**src/hdl/slie_pkg.sv**
```systemverilog
// ----------------------------------------------------------------------------
// Shifting list package
// Shared constants, operation and status codes, and transaction types.
// ----------------------------------------------------------------------------
package slie_pkg;

  localparam int unsigned DEPTH    = 64;
  localparam int unsigned IDX_W    = 6;
  localparam int unsigned LEN_W    = 7;
  localparam int unsigned KIND_W   = 3;
  localparam int unsigned DATA_W   = 32;
  localparam int unsigned GRP_SIZE = 8;
  localparam int unsigned NUM_GRP  = DEPTH / GRP_SIZE;
  localparam int unsigned SEL_W    = $clog2(GRP_SIZE);
  localparam int unsigned GRP_W    = $clog2(NUM_GRP);

  typedef enum logic [KIND_W-1:0] {
    K_SET    = 3'd0,
    K_GET    = 3'd1,
    K_PUSH   = 3'd2,
    K_INSERT = 3'd3,
    K_ERASE  = 3'd4,
    K_RESIZE = 3'd5
  } kind_e;

  typedef enum logic [1:0] {
    ST_OK    = 2'd0,
    ST_FULL  = 2'd1,
    ST_RANGE = 2'd2
  } status_e;

  typedef struct packed {
    logic [KIND_W-1:0]        kind;
    logic [IDX_W-1:0]         index;
    logic signed [DATA_W-1:0] value;
    logic [LEN_W-1:0]         new_length;
  } req_t;

  typedef struct packed {
    logic signed [DATA_W-1:0] read_value;
    logic [LEN_W-1:0]         length;
    logic [1:0]               status;
  } rsp_t;

  typedef struct packed {
    logic                     wr;
    logic [LEN_W-1:0]         wr_pos;
    logic                     shift_up;
    logic                     shift_dn;
    logic                     fill;
    logic [LEN_W-1:0]         lo;
    logic [LEN_W-1:0]         hi;
    logic signed [DATA_W-1:0] value;
  } cell_cmd_t;

endpackage

```
**src/hdl/slie_cell.sv**
```systemverilog
// ----------------------------------------------------------------------------
// Shifting list cell
// One list entry that writes, takes a neighbor's value, or clears.
// ----------------------------------------------------------------------------
module slie_cell
  import slie_pkg::*;
(
  input  logic                     clk_i,
  input  cell_cmd_t                cmd_i,
  input  logic [LEN_W-1:0]         pos_i,
  input  logic signed [DATA_W-1:0] left_i,
  input  logic signed [DATA_W-1:0] right_i,
  output logic signed [DATA_W-1:0] value_o
);

  logic signed [DATA_W-1:0] value_d, value_q;
  logic [LEN_W-1:0]         pos_next;

  assign pos_next = LEN_W'(pos_i + LEN_W'(1));

  always_comb begin
    value_d = value_q;
    if (cmd_i.wr && pos_i == cmd_i.wr_pos) begin
      value_d = cmd_i.value;
    end else if (cmd_i.shift_up && pos_i > cmd_i.lo && pos_i <= cmd_i.hi) begin
      value_d = left_i;
    end else if (cmd_i.shift_dn && pos_i >= cmd_i.lo && pos_next < cmd_i.hi) begin
      value_d = right_i;
    end else if (cmd_i.fill && pos_i >= cmd_i.lo && pos_i < cmd_i.hi) begin
      value_d = '0;
    end
  end

  always_ff @(posedge clk_i) begin
    value_q <= value_d;
  end

  assign value_o = value_q;

endmodule

```
**src/hdl/shifting_list_insert_erase_top.sv**
```systemverilog
// ----------------------------------------------------------------------------
// Shifting list with insert and erase
// A row of cells holding an ordered list of signed 32-bit values.
// ----------------------------------------------------------------------------
// Requests arrive on the in channel (valid/ready) as one transaction each:
// set, get, push back, insert, erase or resize. Every request gives exactly
// one response transaction on the out channel with the value read, the
// length after the operation and a status.
// All cells update in parallel in the cycle a request is accepted; insert
// and erase move each affected entry one place along the row.
// A get reads through a registered two-level select: eight groups of eight
// cells, then one group. The response passes from the select register to
// the output register, and the block takes no new request while the select
// register holds one.
// Reset empties the list (length zero); cell contents are not cleared and
// an entry is only readable after it has been written.
// When the receiver stalls, the response waits in the output register and
// one more request can complete into the select stage; after that the input
// ready stays low until the output drains.
// ----------------------------------------------------------------------------
module shifting_list_insert_erase_top
  import slie_pkg::*;
(
  input  logic clk_i,
  input  logic rst_ni,
  input  logic in_valid_i,
  output logic in_ready_o,
  input  req_t in_data_i,
  output logic out_valid_o,
  input  logic out_ready_i,
  output rsp_t out_data_o
);

  logic                     accept;
  logic [LEN_W-1:0]         count_d, count_q;
  logic [LEN_W-1:0]         idx_ext;
  logic                     idx_in_list, idx_at_most_len, list_full;
  status_e                  status;
  logic                     op_ok;
  cell_cmd_t                cmd;
  logic signed [DATA_W-1:0] cell_val [DEPTH];
  logic signed [DATA_W-1:0] grp_d [NUM_GRP];
  logic signed [DATA_W-1:0] grp_q [NUM_GRP];

  logic                     s1_valid_q;
  logic                     s1_get_q;
  logic [GRP_W-1:0]         s1_grp_q;
  logic [LEN_W-1:0]         s1_len_q;
  status_e                  s1_st_q;
  logic                     s1_move;
  logic                     out_valid_q;
  rsp_t                     out_q;

  assign accept          = in_valid_i && in_ready_o;
  assign in_ready_o      = !s1_valid_q;
  assign idx_ext         = LEN_W'(in_data_i.index);
  assign idx_in_list     = idx_ext < count_q;
  assign idx_at_most_len = idx_ext <= count_q;
  assign list_full       = count_q >= LEN_W'(DEPTH);

  always_comb begin
    status  = ST_OK;
    count_d = count_q;
    case (in_data_i.kind)
      K_SET, K_GET: begin
        if (!idx_in_list) status = ST_RANGE;
      end
      K_PUSH: begin
        if (list_full) status = ST_FULL;
        else count_d = LEN_W'(count_q + LEN_W'(1));
      end
      K_INSERT: begin
        if (!idx_at_most_len) status = ST_RANGE;
        else if (list_full) status = ST_FULL;
        else count_d = LEN_W'(count_q + LEN_W'(1));
      end
      K_ERASE: begin
        if (!idx_in_list) status = ST_RANGE;
        else count_d = LEN_W'(count_q - LEN_W'(1));
      end
      K_RESIZE: begin
        if (in_data_i.new_length > LEN_W'(DEPTH)) status = ST_FULL;
        else count_d = in_data_i.new_length;
      end
      default: begin
        status = ST_OK;
      end
    endcase
  end

  assign op_ok = accept && (status == ST_OK);

  always_comb begin
    cmd       = '0;
    cmd.value = in_data_i.value;
    if (op_ok) begin
      case (in_data_i.kind)
        K_SET: begin
          cmd.wr     = 1'b1;
          cmd.wr_pos = idx_ext;
        end
        K_PUSH: begin
          cmd.wr     = 1'b1;
          cmd.wr_pos = count_q;
        end
        K_INSERT: begin
          cmd.wr       = 1'b1;
          cmd.wr_pos   = idx_ext;
          cmd.shift_up = 1'b1;
          cmd.lo       = idx_ext;
          cmd.hi       = count_q;
        end
        K_ERASE: begin
          cmd.shift_dn = 1'b1;
          cmd.lo       = idx_ext;
          cmd.hi       = count_q;
        end
        K_RESIZE: begin
          cmd.fill = 1'b1;
          cmd.lo   = count_q;
          cmd.hi   = in_data_i.new_length;
        end
        default: begin
          cmd.wr = 1'b0;
        end
      endcase
    end
  end

  for (genvar i = 0; i < DEPTH; i++) begin : g_cell
    logic signed [DATA_W-1:0] left, right;
    if (i == 0) begin : g_first
      assign left = '0;
    end else begin : g_left
      assign left = cell_val[i-1];
    end
    if (i == DEPTH - 1) begin : g_last
      assign right = '0;
    end else begin : g_right
      assign right = cell_val[i+1];
    end
    slie_cell u_cell (
      .clk_i   (clk_i),
      .cmd_i   (cmd),
      .pos_i   (LEN_W'(i)),
      .left_i  (left),
      .right_i (right),
      .value_o (cell_val[i])
    );
  end

  always_comb begin
    for (int g = 0; g < NUM_GRP; g++) begin
      grp_d[g] = cell_val[{GRP_W'(g), in_data_i.index[SEL_W-1:0]}];
    end
  end

  always_ff @(posedge clk_i) begin
    if (accept) begin
      grp_q    <= grp_d;
      s1_get_q <= (in_data_i.kind == K_GET) && (status == ST_OK);
      s1_grp_q <= in_data_i.index[IDX_W-1:SEL_W];
      s1_len_q <= count_d;
      s1_st_q  <= status;
    end
  end

  assign s1_move = s1_valid_q && (!out_valid_q || out_ready_i);

  always_ff @(posedge clk_i or negedge rst_ni) begin
    if (!rst_ni) begin
      count_q     <= '0;
      s1_valid_q  <= 1'b0;
      out_valid_q <= 1'b0;
    end else begin
      if (op_ok) count_q <= count_d;
      if (accept) s1_valid_q <= 1'b1;
      else if (s1_move) s1_valid_q <= 1'b0;
      if (s1_move) out_valid_q <= 1'b1;
      else if (out_ready_i) out_valid_q <= 1'b0;
    end
  end

  always_ff @(posedge clk_i) begin
    if (s1_move) begin
      out_q.read_value <= s1_get_q ? grp_q[s1_grp_q] : '0;
      out_q.length     <= s1_len_q;
      out_q.status     <= s1_st_q;
    end
  end

  assign out_valid_o = out_valid_q;
  assign out_data_o  = out_q;

  a_count_bound: assert property (@(posedge clk_i) disable iff (!rst_ni)
    count_q <= LEN_W'(DEPTH))
    else $error("List length exceeds the capacity.");

  a_accept_fills_stage: assert property (@(posedge clk_i) disable iff (!rst_ni)
    accept |=> s1_valid_q && !in_ready_o)
    else $error("Accepted transaction did not reach the select stage.");

  a_fail_reads_zero: assert property (@(posedge clk_i) disable iff (!rst_ni)
    out_valid_o && out_data_o.status != ST_OK |-> out_data_o.read_value == '0)
    else $error("Failed transaction returned a nonzero value.");

  a_length_step: assert property (@(posedge clk_i) disable iff (!rst_ni)
    accept && in_data_i.kind != K_RESIZE |=>
      count_q == $past(count_q) || count_q == LEN_W'($past(count_q) + LEN_W'(1))
      || count_q == LEN_W'($past(count_q) - LEN_W'(1)))
    else $error("Length moved by more than one outside a resize.");

endmodule

```
**config.mk**
```make
export PLATFORM = sky130hd
export DESIGN_NAME = shifting_list_insert_erase_top
export DESIGN_NICKNAME = d
export VERILOG_FILES = /design/src/hdl/slie_pkg.sv /design/src/hdl/slie_cell.sv /design/src/hdl/shifting_list_insert_erase_top.sv
export SDC_FILE = /design/constraint.sdc
export NUM_CORES = 2
export LEC_CHECK = 0
export BUFFER_PORTS_ARGS = -buffer_cell sky130_fd_sc_hd__buf_4
export CORE_MARGIN = 2
export CORE_UTILIZATION = 60
export DETAILED_ROUTE_END_ITERATION = 8
export HOLD_SLACK_MARGIN = 0.03
export PLACE_DENSITY = 0.76
export SETUP_SLACK_MARGIN = 0.3
export SLEW_MARGIN = 20
export SYNTH_ARGS = -nofsm -noshare
export SYNTH_HDL_FRONTEND = slang
export SYNTH_HIERARCHICAL = 1
export SYNTH_SLANG_ARGS = --single-unit
```
**constraint.sdc**
```tcl
create_clock -name clk_i -period 11.9 [get_ports clk_i]
set_input_delay 0.595 -clock clk_i [delete_from_list [all_inputs] [get_ports clk_i]]
set_output_delay 0.595 -clock clk_i [all_outputs]
set_load 0.02 [all_outputs]
```
# Word level (Yosys, flattened, before mapping)
# Index checks and enable logic that the tools add are counted.
[totals] out_inout_bits=43 word_cells=1263 inputBits=52 reg_bits=2367
[classes] addsub=2 mux=304 n_bitwise=9 n_eq_ne=68 n_reduce_logical=528 order_cmp=270
[ops] op="$mux W32" n=274
[ops] op="$bmux W32 S6" n=8
[ops] op="$logic_and A1 B1 Y1" n=452
[ops] op="$reduce_bool A4 Y1" n=64
[ops] op="$eq A6 B7 Y1 const A" n=32
[ops] op="$ge A6 B7 Y1 const A" n=32
[ops] op="$gt A6 B7 Y1 const A" n=32
[ops] op="$le A6 B7 Y1 const A" n=32
[ops] op="$lt A6 B7 Y1 const A" n=32
[ops] op="$eq A5 B7 Y1 const A" n=16
[ops] op="$ge A5 B7 Y1 const A" n=16
[ops] op="$gt A5 B7 Y1 const A" n=16
[ops] op="$le A5 B7 Y1 const A" n=16
[ops] op="$lt A5 B7 Y1 const A" n=16
[ops] op="$bmux W32 S3" n=1
[ops] op="$ge A7 B7 Y1 const B" n=9
[ops] op="$eq A4 B7 Y1 const A" n=8
[ops] op="$ge A4 B7 Y1 const A" n=8
[ops] op="$gt A4 B7 Y1 const A" n=8
[ops] op="$le A4 B7 Y1 const A" n=8
[ops] op="$lt A4 B7 Y1 const A" n=8
[ops] op="$eq A3 B7 Y1 const A" n=4
[ops] op="$ge A3 B7 Y1 const A" n=4
[ops] op="$gt A3 B7 Y1 const A" n=4
[ops] op="other kinds (43)" n=81

# Longest topological paths before layout
[depth] ltp_word=14 mapped_depth=22

# Hierarchy
# The synthesis kept the hierarchy.
[modules_own_cells] mod="slie_cell (g_cell[0].u_cell ...)" cells_each=203 area_per_inst_um2=2384.8 n_inst=25 seq_area_each_um2=960.9
[modules_own_cells] mod="slie_cell (g_cell[33].u_cell ...)" cells_each=200 area_per_inst_um2=2308.5 n_inst=23 seq_area_each_um2=960.9
[modules_own_cells] mod="slie_cell (g_cell[52].u_cell ...)" cells_each=200 area_per_inst_um2=2326.0 n_inst=15 seq_area_each_um2=960.9
[modules_own_cells] mod="shifting_list_insert_erase_top" cells_each=1634 area_per_inst_um2=28119.5 n_inst=1 seq_area_each_um2=9534.1
[modules_own_cells] mod="slie_cell (g_cell[12].u_cell)" cells_each=203 area_per_inst_um2=2288.4 n_inst=1 seq_area_each_um2=960.9

# Worst setup path before layout
# No wires, ideal clock.
[synth_path] path_kind="input-to-reg" start="input in_data_i[39] (netlist bit)" end="register g_cell[10].u_cell.value_q[0] (enable)" path_slack_ps=558 cell_stages=17 t_required_ps=11475 arrival_time_ps=10917 setup_time_ps=425 n_path_buf=5 cell_sequence="clkbuf_1 -> buf_2 -> buf_1 -> inv_1 -> ha_1 -> nand3_1 -> o21a_1 -> o221a_2 -> or3_1 -> buf_6 -> nor3_1 -> xnor2_1 -> nand4_2 -> nor2_4 -> clkbuf_2 -> nor2_1 -> o21ai_1"
[synth_lines] element="start: declaration" line="shifting_list_insert_erase_top.sv:28" source="input req_t in_data_i,"
[synth_lines] element="end signal: assignment" line="slie_cell.sv:35" source="value_q <= value_d;"
[synth_lines] element="end: declaration" line="slie_cell.sv:16" source="logic signed [DATA_W-1:0] value_d, value_q;"

==> metrics.txt <==
status finished clean; CTS tree yes; Synth Area in Compound Gates 0.171; initial antenna violation count 23; Post-Synth XOR/XNOR Area 0.0379; Root Buffer clkbuf_16; Tightest Pin Transition between 1 and 1.5 ns; Core Box Area 0.295 mm^2; Sw Pwr roughly 0.0057 W; Peak VDD IR 0.000108 V; max-cap violation count 0; RSZ-0062 raised after global routing false; Mapped Area around 0.18 mm^2; DPL Wire Length approximately 360,000 um; vias in the first global route 134,000; register area share after synthesis 0.399; Final Setup Violations 0; #FFs+latches synth around 2,400; Sw Ratio 0.272; Final Hold Fails 0; wire per inst roughly 26 um; clk_lat worst skew around 0.90 ns; metal2 WL ~240,000 um; layout cells sized above 1 0.174; Cells after Synth ~15,000; Setup TNS 0 ns; combinational share of power 0.150; power per cell area about 100 mW/mm^2; pre-CTS setup slack between 4 and 5 ns; most common cell in the netlist edfxtp_1; Final nets roughly 18,000; Synth area leader edfxtp_1; CP endpoint kind flip-flop; Worst slew margin 0.182; Leak 76.3 nW; DR pass1 iterations 6; M1 WL about 210,000 um; Placer Congestion about 0.91; largest net degree at the start of global routing between 100 and 150; Synth warnings 6; io pins 95; P&R area growth vs syn 11.5%; Pint around 0.015 W; Arr. time, crit path just over 8 ns; syn avg cell area around 12 um^2; Final Max Tran Viols 0; CTS clk-pin slew, worst paths 0.06 ns; CTS sink count around 2,400; drt total wl roughly 560,000 um; die width roughly 550 um; Clock Power Share 0.390; GRT overflow 0; Max Root-Sink Buffers 4; via count roughly 140k; Simple-Gate Fraction of Synth Area 0.142; # rows slightly below 200; Synth top area share 0.398; post-CTS setup buffer count 0; first-pass GRT wire length roughly 830,000 um; total CTS buffers roughly 260; final clock skew around 0.055 ns; top post-synthesis cells by count 2,358 x edfxtp_1, 2,075 x a221o_1, 1,417 x ha_1; FFs w/ async S/R, synth 0.00380; Reg power frac 0.460; DR top layer met5; f_max 134 MHz; antenna-violating nets left 0; adder-cell share of the synthesized area 0.0996; die height roughly 550 um; CP Launch Type flip-flop; Min-Delay Path Class primary input to async pin; DRT iter0 DRCs about 20,000; CP max FO about 40; DR vias/cell roughly 6.5; largest family of logic cells by synthesized area compound AO/OA/AOI/OAI gates; Tcrit/Tclk final 0.628; synth top area cells edfxtp_1 40%, a221o_1 12%, ha_1 10%; FF-to-FF path depth 17; Post-synth top flop edfxtp_1; Final Critical Period approximately 7.5 ns; Final WS setup approximately 4.4 ns; Crit Path Class flip-flop to flip-flop; Synth cell types 81; Initial Utilization 0.604; # fillers between 20,000 and 25,000; required time of the critical path between 10 and 15 ns; Die ar. around 0.3 mm^2; GRT Total Usage 0.361; H-tree Lvls 5; Post-synth EDFFs 2,358; total length of routed met3 wires roughly 70,000 um; port buffer count 94; DRC 0; post-synthesis mux area share 0.0913
## worst max-delay path: stages (launching register included)
cell and delay (ns):
dfrtp_1 0.56, inv_1 0.11, ha_1 0.34, a211oi_2 0.26
nor2_1 0.18, o221a_2 0.35, or3_2 0.48, buf_4 0.33
nor2_4 0.92, buf_4 0.80, inv_1 0.19, ha_1 0.25
a21o_1 0.17, a221o_1 0.34, a31o_1 0.22, a21oi_2 0.38
nor2b_4 0.95, a221o_1 0.30
## cell usage in the layout, fill, tap and decap left out, types with 104 or more instances in the layout
cell	Yosys	final
inv_1	943	942
nor2_1	279	264
a21oi_1	375	374
clkbuf_16	0	270
xnor2_1	681	681
ha_1	1417	1417
mux4_2	576	576
nand2_1	401	401
buf_4	71	373
nand3_1	366	366
mux2_2	256	256
edfxtp_1	2358	2358
nand4_1	126	126
nand4_2	105	105
a21o_1	119	119
a221o_1	2075	2075
conb_1	2	2586
and2_2	700	701
and3_1	104	104
and2_1	1353	1351
## cells by family (layout without fill, tap and decap cells)
family / after synthesis / after routing
adder cells (fa/ha/maj): 1417 / 1417
other: 2 / 2602
AO/OA/AOI/OAI: 3358 / 3358
buffers and inverters: 1770 / 1805
flip-flops: 2367 / 2367
XOR/XNOR: 771 / 771
multiplexers: 871 / 871
AND/OR/NAND/NOR: 3956 / 3956
## metal layers
metal | global-route usage | vias up
met4 | 0.156 | 2
met2 | 0.551 | 9968
met5 | 0 | -
met1 | 0.495 | 66600
met3 | 0.0819 | 1630
li1 | - | 59700
## layout make-up
type	instances	area, um^2	share of cell area
Inverter	944	3550	0.0179
Clock buffer	324	6960	0.0351
Tap cell	3919	4900	0.0247
Sequential cell	2367	71000	0.358
Timing Repair Buffer	396	3210	0.0162
Multi-Input combinational cell	13000	107000	0.541
Clock inverter	141	1340	0.00676
Antenna cell	16	40.0	0.000202
## worst paths after layout
path,endpoint,from,slack (ns)
setup / recovery,g_cell[22].u_cell/value_o[17],count_q[4],4.43
hold / removal,s1_valid_q,rst_ni,0.06
setup reg to reg,g_cell[22].u_cell/value_o[17],count_q[4],4.43
hold reg to reg,out_data_o[1],s1_st_q[1],0.42
max in group asynchronous,count_q[3],rst_ni,11.65
min in group clk_i,s1_valid_q,in_valid_i,0.11
## metrics by stage
stage | instance area, um^2 | instances | hold WS, ns | total power, W | util
floorplan | 188000 | 17100 | 0.299 | 0.0119 | -
CTS | 198000 | 21000 | 0.0380 | 0.0207 | 0.673
global route | 198000 | 21100 | 0.0852 | 0.0214 | 0.674
global placement | 190000 | 20600 | 0.404 | 0.0127 | 0.645
finish | 199000 | 21100 | 0.0616 | 0.0208 | 0.674
detailed placement | 190000 | 20600 | 0.405 | 0.0127 | 0.645
## state kept, by name, summed over array words and instances, names as in the netlist
signal and cells:
s1_get_q 1, out_data_o 41, g_cell.u_cell/value_o 2048, s1_valid_q 1, grp_q 256, s1_st_q 2
s1_len_q 7, out_valid_o 1, count_q 7, s1_grp_q 3
## timing repair
item,in CTS,in global routing
hold endpoints to repair,14,0
gates resized for setup,0,0
hold buffers,5,0
## power groups by stage
stage	clock network (W)	logic (W)	registers (W)
3_3_place_gp	0	0.00292	0.00973
4_1_cts	0.00810	0.00301	0.00956
2_1_floorplan	0	0.00219	0.00967
5_1_grt	0.00841	0.00342	0.00958
6_report	0.00811	0.00313	0.00957
3_5_place_dp	0	0.00300	0.00973
No activity file was read; power rests on OpenSTA's default activity.
